**src/hdl/cpae_pkg.sv**
```systemverilog
// Package of the CAN parameter access engine: codes, types and helper functions.
// No dependencies; used by every module of the block except cpae_ram.
`timescale 1ns / 1ps
`default_nettype none
package cpae_pkg;

    localparam int NUM_PARAMS_DEF = 32;
    localparam int MAX_GROUPS     = 6;
    localparam int IDX_W          = 6;   // entry index width, covers up to 64 entries

    // command byte codes
    localparam logic [7:0] CMD_INIT    = 8'h01;
    localparam logic [7:0] CMD_INJECT  = 8'h02;
    localparam logic [7:0] CMD_REQUEST = 8'h03;

    // response kinds
    localparam logic [1:0] KIND_EMPTY = 2'd0;
    localparam logic [1:0] KIND_DIAG  = 2'd1;
    localparam logic [1:0] KIND_ACK   = 2'd2;
    localparam logic [1:0] KIND_VALUE = 2'd3;

    // entry type codes
    localparam logic [2:0] TYPE_FLAG = 3'd0;
    localparam logic [2:0] TYPE_U8   = 3'd1;
    localparam logic [2:0] TYPE_U16  = 3'd2;
    localparam logic [2:0] TYPE_U32  = 3'd3;
    localparam logic [2:0] TYPE_S8   = 3'd4;
    localparam logic [2:0] TYPE_S16  = 3'd5;
    localparam logic [2:0] TYPE_S32  = 3'd6;
    localparam logic [2:0] TYPE_RAW  = 3'd7;

    // configuration register indexes
    localparam logic [2:0] CFG_GROUP_COUNT = 3'd0;
    localparam logic [2:0] CFG_GROUP_ENDS  = 3'd1;
    localparam logic [2:0] CFG_PARAM_TOTAL = 3'd2;
    localparam logic [2:0] CFG_TYPE_LO     = 3'd3;
    localparam logic [2:0] CFG_TYPE_HI     = 3'd4;

    localparam int CFG_IDX_W  = 3;
    localparam int CFG_DATA_W = 48;

    typedef enum logic [1:0] {
        LINK_DISC  = 2'd0,
        LINK_DIAG  = 2'd1,
        LINK_READY = 2'd2
    } t_link;

    typedef enum logic {
        ST_IDLE = 1'b0,
        ST_READ = 1'b1
    } t_ctrl_state;

    typedef struct packed {
        logic [1:0]  kind;
        logic [7:0]  group;
        logic [7:0]  count;
        logic        status;
        logic [31:0] value;
    } t_frame;

    // controller -> datapath
    typedef struct packed {
        logic take;      // input transfer this cycle
        logic rsp_load;  // RAM read data valid, build value response
    } t_dp_cmd;

    // datapath -> controller
    typedef struct packed {
        logic req_hit;   // current input is a REQUEST that finds its entry
    } t_dp_stat;

    // cumulative end index of group g; groups beyond the register read as 0
    function automatic logic [5:0] grp_end(input logic [35:0] ends, input logic [7:0] g);
        logic [5:0] e;
        case (g)
            8'd0:    e = ends[5:0];
            8'd1:    e = ends[11:6];
            8'd2:    e = ends[17:12];
            8'd3:    e = ends[23:18];
            8'd4:    e = ends[29:24];
            8'd5:    e = ends[35:30];
            default: e = 6'd0;
        endcase
        return e;
    endfunction

    function automatic logic [5:0] grp_start(input logic [35:0] ends, input logic [7:0] g);
        return (g == 8'd0) ? 6'd0 : grp_end(ends, g - 8'd1);
    endfunction

    function automatic logic [31:0] truncate_to(input logic [2:0] t, input logic [31:0] v);
        logic [31:0] r;
        case (t) inside
            TYPE_FLAG:         r = {31'd0, (v != 32'd0)};
            TYPE_U8, TYPE_S8:  r = {24'd0, v[7:0]};
            TYPE_U16, TYPE_S16: r = {16'd0, v[15:0]};
            default:           r = v;
        endcase
        return r;
    endfunction

    function automatic logic [31:0] extend_from(input logic [2:0] t, input logic [31:0] v);
        logic [31:0] r;
        case (t)
            TYPE_FLAG: r = {31'd0, (v[7:0] != 8'd0)};
            TYPE_U8:   r = {24'd0, v[7:0]};
            TYPE_U16:  r = {16'd0, v[15:0]};
            TYPE_S8:   r = {{24{v[7]}}, v[7:0]};
            TYPE_S16:  r = {{16{v[15]}}, v[15:0]};
            default:   r = v;
        endcase
        return r;
    endfunction

endpackage
`default_nettype wire

```
**src/hdl/cpae_ram.sv**
```systemverilog
// Generic single-port-write, single-port-read RAM with registered read data.
// No dependencies.
`timescale 1ns / 1ps
`default_nettype none
module cpae_ram #(
    parameter int WIDTH = 32,
    parameter int DEPTH = 32,
    parameter int AW    = (DEPTH > 1) ? $clog2(DEPTH) : 1
) (
    input  wire logic             i_clk,
    input  wire logic             i_we,
    input  wire logic [AW-1:0]    i_waddr,
    input  wire logic [WIDTH-1:0] i_wdata,
    input  wire logic             i_re,
    input  wire logic [AW-1:0]    i_raddr,
    output      logic [WIDTH-1:0] o_rdata
);

    logic [WIDTH-1:0] r_mem [DEPTH];

    always_ff @(posedge i_clk) begin
        if (i_we) begin
            r_mem[i_waddr] <= i_wdata;
        end
        if (i_re) begin
            o_rdata <= r_mem[i_raddr];
        end
    end

endmodule
`default_nettype wire

```
**src/hdl/cpae_ctrl.sv**
```systemverilog
// Controller of the parameter access engine: handshakes and request sequencing.
// Depends on cpae_pkg.
`timescale 1ns / 1ps
`default_nettype none
module cpae_ctrl (
    input  wire logic              i_clk,
    input  wire logic              i_rst_n,
    input  wire logic              i_in_valid,
    input  wire logic              i_in_mode,
    output      logic              o_in_ready,
    output      logic              o_out_valid,
    input  wire logic              i_out_ready,
    input  wire cpae_pkg::t_dp_stat i_stat,
    output      cpae_pkg::t_dp_cmd  o_cmd
);
    import cpae_pkg::*;

    t_ctrl_state r_state, n_state;
    logic        r_out_valid, n_out_valid;
    logic        w_take;

    always_ff @(posedge i_clk) begin
        if (!i_rst_n) begin
            r_state     <= ST_IDLE;
            r_out_valid <= 1'b0;
        end else begin
            r_state     <= n_state;
            r_out_valid <= n_out_valid;
        end
    end

    always_comb begin
        n_state      = r_state;
        o_in_ready   = 1'b0;
        o_cmd        = '0;
        case (r_state)
            ST_IDLE: begin
                // a poll needs the output register free or emptying now
                o_in_ready = !r_out_valid || i_out_ready;
                if (w_take && i_stat.req_hit) begin
                    n_state = ST_READ;
                end
            end
            ST_READ: begin
                o_cmd.rsp_load = 1'b1;
                n_state        = ST_IDLE;
            end
            default: n_state = ST_IDLE;
        endcase
        o_cmd.take = w_take;

        if (w_take && i_in_mode) begin
            n_out_valid = 1'b1;
        end else if (i_out_ready) begin
            n_out_valid = 1'b0;
        end else begin
            n_out_valid = r_out_valid;
        end
    end

    assign w_take      = i_in_valid && o_in_ready;
    assign o_out_valid = r_out_valid;

endmodule
`default_nettype wire

```
**src/hdl/cpae_dp.sv**
```systemverilog
// Datapath of the parameter access engine: config registers, lookup, link state,
// response frame, output register and the value store. Depends on cpae_pkg, cpae_ram.
`timescale 1ns / 1ps
`default_nettype none
module cpae_dp #(
    parameter int NUM_PARAMS = cpae_pkg::NUM_PARAMS_DEF
) (
    input  wire logic                              i_clk,
    input  wire logic                              i_rst_n,
    input  wire logic                              i_cfg_we,
    input  wire logic [cpae_pkg::CFG_IDX_W-1:0]    i_cfg_idx,
    input  wire logic [cpae_pkg::CFG_DATA_W-1:0]   i_cfg_data,
    input  wire logic                              i_mode,
    input  wire logic [7:0]                        i_command,
    input  wire logic [7:0]                        i_group,
    input  wire logic [7:0]                        i_pidx,
    input  wire logic [31:0]                       i_value,
    input  wire cpae_pkg::t_dp_cmd                 i_cmd,
    output      cpae_pkg::t_dp_stat                o_stat,
    output      cpae_pkg::t_frame                  o_out
);
    import cpae_pkg::*;

    localparam int AW = (NUM_PARAMS > 1) ? $clog2(NUM_PARAMS) : 1;
    localparam logic [6:0] NP7 = 7'(NUM_PARAMS);

    // configuration
    logic [2:0]  r_group_count;
    logic [35:0] r_group_ends;
    logic [5:0]  r_param_total;
    logic [47:0] r_type_lo, r_type_hi;

    // engine state
    t_link       r_link, n_link;
    logic [2:0]  r_cursor, n_cursor;
    logic        r_clear, n_clear;
    t_frame      r_frame, n_frame;
    t_frame      r_out, n_out;
    logic [NUM_PARAMS-1:0] r_valid;

    // held request
    logic [7:0]  r_req_group, r_req_pidx;
    logic [2:0]  r_req_type;
    logic        r_req_valid;

    logic [2:0]  w_ngrp;
    logic [6:0]  w_tot;
    logic [5:0]  w_start, w_end;
    logic [8:0]  w_pos;
    logic        w_found;
    logic [IDX_W-1:0] w_idx;
    logic [AW-1:0]    w_addr;
    logic [2:0]  w_type;
    logic [2:0]  w_tarr [32];
    logic        w_we, w_re;
    logic [31:0] w_rdata;
    logic [2:0]  w_dsel, w_dnext;
    logic [7:0]  w_dsize;
    t_frame      w_f1;

    always_ff @(posedge i_clk) begin
        if (!i_rst_n) begin
            r_group_count <= 3'd1;
            r_group_ends  <= '0;
            r_param_total <= '0;
            r_type_lo     <= '0;
            r_type_hi     <= '0;
        end else if (i_cfg_we) begin
            case (i_cfg_idx)
                CFG_GROUP_COUNT: r_group_count <= i_cfg_data[2:0];
                CFG_GROUP_ENDS:  r_group_ends  <= i_cfg_data[35:0];
                CFG_PARAM_TOTAL: r_param_total <= i_cfg_data[5:0];
                CFG_TYPE_LO:     r_type_lo     <= i_cfg_data;
                CFG_TYPE_HI:     r_type_hi     <= i_cfg_data;
                default: ;
            endcase
        end
    end

    for (genvar k = 0; k < 16; k++) begin : g_tmap
        assign w_tarr[k]      = r_type_lo[3*k +: 3];
        assign w_tarr[k + 16] = r_type_hi[3*k +: 3];
    end

    // effective group count and total
    assign w_ngrp = (r_group_count == 3'd0) ? 3'd1 :
                    (r_group_count > 3'(MAX_GROUPS)) ? 3'(MAX_GROUPS) : r_group_count;
    assign w_tot  = ({1'b0, r_param_total} > NP7) ? NP7 : {1'b0, r_param_total};

    // entry lookup for the incoming frame
    assign w_start = grp_start(r_group_ends, i_group);
    assign w_end   = grp_end(r_group_ends, i_group);
    assign w_pos   = {3'd0, w_start} + {1'b0, i_pidx};
    assign w_found = (i_group < {5'd0, w_ngrp}) && (w_pos < {3'd0, w_end})
                     && (w_pos < {2'd0, w_tot}) && (w_pos < {2'd0, NP7});
    assign w_idx   = w_pos[IDX_W-1:0];
    assign w_addr  = w_idx[AW-1:0];
    assign w_type  = w_idx[5] ? TYPE_RAW : w_tarr[w_idx[4:0]];

    assign o_stat.req_hit = !i_mode && (i_command == CMD_REQUEST)
                            && (r_link == LINK_READY) && w_found;

    assign w_we = i_cmd.take && !i_mode && (i_command == CMD_INJECT)
                  && (r_link == LINK_READY) && w_found;
    assign w_re = i_cmd.take && o_stat.req_hit;

    cpae_ram #(
        .WIDTH (32),
        .DEPTH (NUM_PARAMS),
        .AW    (AW)
    ) u_ram (
        .i_clk   (i_clk),
        .i_we    (w_we),
        .i_waddr (w_addr),
        .i_wdata (truncate_to(w_type, i_value)),
        .i_re    (w_re),
        .i_raddr (w_addr),
        .o_rdata (w_rdata)
    );

    // diagnostic frame for the current cursor
    assign w_dsel  = (r_cursor >= w_ngrp) ? 3'd0 : r_cursor;
    assign w_dsize = {2'd0, grp_end(r_group_ends, {5'd0, w_dsel})}
                     - {2'd0, grp_start(r_group_ends, {5'd0, w_dsel})};
    assign w_dnext = w_dsel + 3'd1;
    assign w_f1    = r_clear ? t_frame'('0) : r_frame;

    always_comb begin
        n_link   = r_link;
        n_cursor = r_cursor;
        n_clear  = r_clear;
        n_frame  = r_frame;
        n_out    = r_out;
        if (i_cmd.rsp_load) begin
            n_frame.kind   = KIND_VALUE;
            n_frame.group  = r_req_group;
            n_frame.count  = r_req_pidx;
            n_frame.status = 1'b0;
            n_frame.value  = extend_from(r_req_type, r_req_valid ? w_rdata : 32'd0);
        end else if (i_cmd.take && !i_mode) begin
            if (i_command == CMD_INIT) begin
                n_link = LINK_DIAG;
            end else if (i_command == CMD_INJECT && r_link == LINK_READY) begin
                n_frame.kind   = KIND_ACK;
                n_frame.group  = i_group;
                n_frame.count  = i_pidx;
                n_frame.status = !w_found;
                n_frame.value  = 32'd0;
            end
        end else if (i_cmd.take && i_mode) begin
            // poll: drop a sent one-shot, then advance diagnostics or arm the clear
            n_frame = w_f1;
            n_clear = 1'b0;
            if (r_link == LINK_DIAG) begin
                n_frame.kind   = KIND_DIAG;
                n_frame.group  = {5'd0, w_dsel};
                n_frame.count  = w_dsize;
                n_frame.status = 1'b0;
                n_frame.value  = 32'd0;
                if (w_dnext >= w_ngrp) begin
                    n_cursor = 3'd0;
                    n_link   = LINK_READY;
                end else begin
                    n_cursor = w_dnext;
                end
            end else if (w_f1.kind != KIND_EMPTY) begin
                n_clear = 1'b1;
            end
            n_out = n_frame;
        end
    end

    always_ff @(posedge i_clk) begin
        if (!i_rst_n) begin
            r_link   <= LINK_DISC;
            r_cursor <= 3'd0;
            r_clear  <= 1'b0;
            r_frame  <= '0;
            r_valid  <= '0;
        end else begin
            r_link   <= n_link;
            r_cursor <= n_cursor;
            r_clear  <= n_clear;
            r_frame  <= n_frame;
            if (w_we) begin
                r_valid[w_addr] <= 1'b1;
            end
        end
    end

    always_ff @(posedge i_clk) begin
        r_out <= n_out;
        if (w_re) begin
            r_req_group <= i_group;
            r_req_pidx  <= i_pidx;
            r_req_type  <= w_type;
            r_req_valid <= r_valid[w_addr];
        end
    end

    assign o_out = r_out;

endmodule
`default_nettype wire

```
**src/hdl/can_parameter_access_engine.sv**
```systemverilog
// Top level of the CAN parameter access engine: ports, field packing, controller
// and datapath. Depends on cpae_pkg, cpae_ctrl, cpae_dp (and cpae_ram below it).
`timescale 1ns / 1ps
`default_nettype none
// Each input transfer is either a received command frame (tuser = 0) or a poll
// for the response frame (tuser = 1). Command frames produce no output: INIT puts
// the link in diagnostic mode, INJECT (link ready) stores a value truncated to the
// entry's type if the entry is found and arms an acknowledge, REQUEST (link ready,
// entry found) arms a value response and is silent otherwise. Every poll produces
// exactly one output transfer holding the current response frame; in diagnostic
// mode each poll walks one group and reports its size, and the link turns ready
// after the last group. A sent acknowledge or value response is cleared on the
// following poll. A REQUEST that hits moves the controller to its read state,
// since the value store is a RAM with a registered read port, and no input is
// taken in that state. Any input transfer, command frame or poll, is taken only
// when the output register is empty or being drained in the same cycle, so a
// stalled output holds off the input side. The store is cleared at reset through
// per-entry valid bits, so there is no clearing pass and the block is ready right
// after reset. Configuration writes are only legal while the block is idle.
module can_parameter_access_engine #(
    parameter int NUM_PARAMS = cpae_pkg::NUM_PARAMS_DEF   // 8 to 64 entries
) (
    input  wire logic                            i_clk,
    input  wire logic                            i_rst_n,
    // configuration write port
    input  wire logic                            i_cfg_we,
    input  wire logic [cpae_pkg::CFG_IDX_W-1:0]  i_cfg_idx,
    input  wire logic [cpae_pkg::CFG_DATA_W-1:0] i_cfg_data,
    // input stream
    input  wire logic                            s_axis_tvalid,
    output      logic                            s_axis_tready,
    // [7:0] command_byte, [15:8] group_id, [23:16] param_index, [55:24] inject_value
    input  wire logic [55:0]                     s_axis_tdata,
    // [0] mode
    input  wire logic                            s_axis_tuser,
    // output stream
    output      logic                            m_axis_tvalid,
    input  wire logic                            m_axis_tready,
    // [7:0] resp_group, [15:8] resp_count_or_index, [16] resp_status,
    // [48:17] resp_value, [55:49] zero
    output      logic [55:0]                     m_axis_tdata,
    // [1:0] resp_kind
    output      logic [1:0]                      m_axis_tuser
);
    import cpae_pkg::*;

    t_dp_cmd  w_cmd;
    t_dp_stat w_stat;
    t_frame   w_out;

    cpae_ctrl u_ctrl (
        .i_clk       (i_clk),
        .i_rst_n     (i_rst_n),
        .i_in_valid  (s_axis_tvalid),
        .i_in_mode   (s_axis_tuser),
        .o_in_ready  (s_axis_tready),
        .o_out_valid (m_axis_tvalid),
        .i_out_ready (m_axis_tready),
        .i_stat      (w_stat),
        .o_cmd       (w_cmd)
    );

    cpae_dp #(
        .NUM_PARAMS (NUM_PARAMS)
    ) u_dp (
        .i_clk      (i_clk),
        .i_rst_n    (i_rst_n),
        .i_cfg_we   (i_cfg_we),
        .i_cfg_idx  (i_cfg_idx),
        .i_cfg_data (i_cfg_data),
        .i_mode     (s_axis_tuser),
        .i_command  (s_axis_tdata[7:0]),
        .i_group    (s_axis_tdata[15:8]),
        .i_pidx     (s_axis_tdata[23:16]),
        .i_value    (s_axis_tdata[55:24]),
        .i_cmd      (w_cmd),
        .o_stat     (w_stat),
        .o_out      (w_out)
    );

    assign m_axis_tdata = {7'd0, w_out.value, w_out.status, w_out.count, w_out.group};
    assign m_axis_tuser = w_out.kind;

endmodule
`default_nettype wire

```
**config.mk**
```make
export PLATFORM = sky130hd
export DESIGN_NAME = can_parameter_access_engine
export DESIGN_NICKNAME = d
export VERILOG_FILES = /design/src/hdl/cpae_pkg.sv /design/src/hdl/cpae_ram.sv /design/src/hdl/cpae_ctrl.sv /design/src/hdl/cpae_dp.sv /design/src/hdl/can_parameter_access_engine.sv
export SDC_FILE = /design/constraint.sdc
export NUM_CORES = 2
export LEC_CHECK = 0
export ABC_AREA = 1
export BUFFER_PORTS_ARGS = -buffer_cell sky130_fd_sc_hd__buf_4
export CAP_MARGIN = 20
export CORE_MARGIN = 2
export CORE_UTILIZATION = 45
export DETAILED_ROUTE_END_ITERATION = 6
export SYNTH_ARGS = -nofsm -noshare
export SYNTH_HDL_FRONTEND = slang
export SYNTH_SLANG_ARGS = --single-unit
export TNS_END_PERCENT = 5
```
**constraint.sdc**
```tcl
create_clock -name i_clk -period 6.6 [get_ports i_clk]
set_input_delay 0.66 -clock i_clk [delete_from_list [all_inputs] [get_ports i_clk]]
set_output_delay 0.66 -clock i_clk [all_outputs]
set_load 0.05 [all_outputs]
```
==> reports/qor.yml <==
regArea_um2: 38500
grt_overflow: 0
htreeDepth: 4
crit_type: "in2reg"
cts_buffers: 144
ys_seq_area_frac: 0.703
layout.nets: 4945
dieArea_um2: 124000
cts_resized: 0
grt_pass1_vias: 36200
initial_core_util: 0.455
rows: 127
slew_headroom: 0.189
clock_skew_ns: 0.0270
drive_gt1_frac: 0.134
p_leak_nw: 22.2
hpwl_mm: 104
die_y_um: 353
die_w_um: 353
dpl_cell_area_um2: 58800
period_minus_slack_ns: 5.78
slowest_stage: "nor2_4"
vdd_drop_max_uv: 244
core_um2: 120000
design_area_um2: 63600
synth_area_per_cell_um2: 12.0
grt_max_degree: 139
cts_tree: "done"
ys_ff_latch: 1359
areaGrowthSynthToFinish_pct: 16.2
cp_data_arrival_time_ns: 6.30
cts.sink_count: 1359
final_cell_mix: "edfxtp_1 (1127), nand2_1 (998), a22oi_1 (356), buf_4 (299), nor2_1 (290)"
setup_viol: 0
max_freq_ghz: 0.173
post_cts_buffers: 0
dr.pass1.iters: 6
tns_ns: 0
clock_latency_ns: 0.76
final_max_slew_viol_count: 0
cpMostUsedCell: "nand2_1"
hold_viol: 0
final_common_cell: "edfxtp_1"
port_buffers: 165
power_density_nw_per_um2: 296
synth_cell_types: 60
yosysWarnings: 0
fin_crit_sh: 0.875
multi_input_area_um2: 14400
critPathMaxStageDelay_ns: 0.94
syn_area_um2: 54700
vias: 38100
worst_slew_pin_slew_ns: 1.21
async_reset_ff_frac: 0
rsz0062_at_grt: "no"
io_pins: 173
drt-total-wl_mm: 168
cp_num_buf_inv: 5
viasPerCell: 5.85
drtIter0Drc: 4319
crit_fanout: 59
clk_pin_slew_ns: 0.05
hp-class: "in2reg"
synth_edf_count: 1127
crit_chain: "buf_4 > nor2_2 > nand2_1 > o21ai_0 > a21o_1 > nor2_1 > buf_4 > a221oi_1 > nand2_1 > ha_1 > fa_1 > inv_1 > nand2_2 > inv_8 > a22oi_1 > a21oi_1 > o21ai_0 > nand2_1 > nand2_1 > nand3_1 > nor2_4 > nand3_1 > nand2_1 > buf_4"
crit_required_ns: 7.12
postRouteAntennaNets: 0
drc: 0
grt_pass1_wl_mm: 246
wire_per_inst_um: 25.7
final_util: 0.529
antenna_found_initial: 5
worst_hold_slack_ns: 0.137
gp_congestion: 0.958
cts_buffer_depth: 3
root_buffer: "clkbuf_16"
fillers: 10200
grt_usage: 0.265
maxCapViolCount: 0
synthFlopType: "edfxtp_1"
end_kind: "register"
syn-instance-count: 4571
cp-start-kind: "input port"
status: "complete, no violations"
critPathTopFamily: "simple AND/OR/NAND/NOR gates"
holdBufCountCts: 0
==> power by group <==
group	internal, mW	switching [mW]
registers	9.40	0.0386
clock network	4.72	3.41
logic	0.337	0.897
==> synthesized netlist by cell type, drive strengths merged, types with 2 or more instances <==
cell type / number / area [µm²]
a221oi: 52 / 455
a22o: 36 / 315
o21ai: 261 / 1310
a211oi: 8 / 60.1
a2111oi: 4 / 35.0
nand3: 75 / 415
a21boi: 8 / 60.1
clkbuf: 168 / 631
o211ai: 3 / 22.5
a41oi: 3 / 26.3
a31oi: 16 / 100
o2111ai: 12 / 105
nor2: 353 / 1490
dfxtp: 232 / 4640
clkinv: 5 / 18.8
nor4: 17 / 121
or2: 23 / 144
o22ai: 44 / 275
a22oi: 356 / 2670
edfxtp: 1127 / 33800
xor2: 4 / 53.8
a21oi: 208 / 1040
nor3: 15 / 114
nand4: 140 / 876
inv: 241 / 907
ha: 38 / 475
a21o: 2 / 15.0
nor3b: 2 / 15.0
fa: 2 / 40.0
o221ai: 5 / 43.8
buf: 98 / 534
nand2: 1005 / 3800
==> routing by layer <==
metal	global-route usage	up-vias	part of all wire
met5	0	-	0.000095
met4	0.0856	2	0.030
met3	0.0461	278	0.083
met2	0.419	1810	0.46
met1	0.373	19000	0.42
li1	-	17100	-
==> cells by family after synthesis <==
kind of cell | count (synthesis) | share of synthesized area
AO/OA/AOI/OAI | 1020 | 0.120
XOR/XNOR | 5 | 0.00114
adder cells (fa/ha/maj) | 40 | 0.00942
buffers and inverters | 512 | 0.0382
flip-flops | 1359 | 0.703
other | 1 | 0.0000685
AND/OR/NAND/NOR | 1634 | 0.128
==> worst register-to-register path, cell delays in order (launching register included) <==
cell and delay, ns:
dfxtp_1 0.32, inv_1 0.11, o21ai_1 0.14, o21ai_0 0.18
ha_1 0.32, nand3_1 0.06, o211ai_1 0.14, nor2_1 0.43
inv_1 0.30, ha_1 0.29, xnor2_1 0.13, nand2b_1 0.18
nor2_1 0.46, nand2_1 0.15, nand2_1 0.09, nor2_1 0.04
a21oi_1 0.33, inv_1 0.09, ha_1 0.30, nand3b_1 0.08
nand2_1 0.07, nand2_1 0.10, nand2_1 0.06, nand2_1 0.05
nand2_1 0.06, o21ai_0 0.48, o21ai_0 0.30
==> state kept, by name (all words and copies together), names as in the netlist <==
register            count
u_dp.u_ram.r_mem     1024
u_dp.o_out             51
u_dp.r_frame           51
u_dp.r_type_hi         48
u_dp.r_type_lo         48
u_dp.r_group_ends      36
u_dp.r_valid           32
u_dp.u_ram.o_rdata     32
u_dp.r_req_group        8
u_dp.r_req_pidx         8
u_dp.r_param_total      6
u_dp.r_cursor           3
u_dp.r_group_count      3
u_dp.r_req_type         3
u_dp.r_link             2
u_ctrl.o_out_valid      1
u_ctrl.r_state          1
u_dp.r_clear            1
u_dp.r_req_valid        1
==> final cells by class <==
| cell class | count | area share |
|---|---|---|
| Multi-Input combinational cell | 2706 | 0.227 |
| Inverter | 246 | 0.0148 |
| Antenna cell | 1 | 0.0000394 |
| Sequential cell | 1359 | 0.605 |
| Clock inverter | 81 | 0.0147 |
| Timing Repair Buffer | 335 | 0.0468 |
| Clock buffer | 181 | 0.0598 |
| Tap cell | 1612 | 0.0317 |
==> through the flow <==
step	setup slack (ns)	power, mW	cells
final	0.824	18.8	6521
after global routing	0.502	19.3	6520
after CTS	0.945	18.9	6520
after detailed placement	0.173	10.8	6258
after global placement	0.299	10.8	6257
after floorplan	0.558	10.3	4577
==> final timing paths <==
kind                         startpoint  cells after the start  slack, ns                 endpoint
hold / removal         s_axis_tdata[15]                      1       0.14      u_dp.r_req_group[7]
hold reg to reg       u_dp.r_type_lo[1]                      2       0.44        u_dp.r_type_lo[1]
setup reg to reg  u_dp.r_group_count[1]                     26       1.02           u_dp.o_out[38]
setup / recovery        s_axis_tdata[8]                     24       0.82  u_dp.u_ram.r_mem[21][0]
Note: power is estimated with default switching activity, not from simulation.
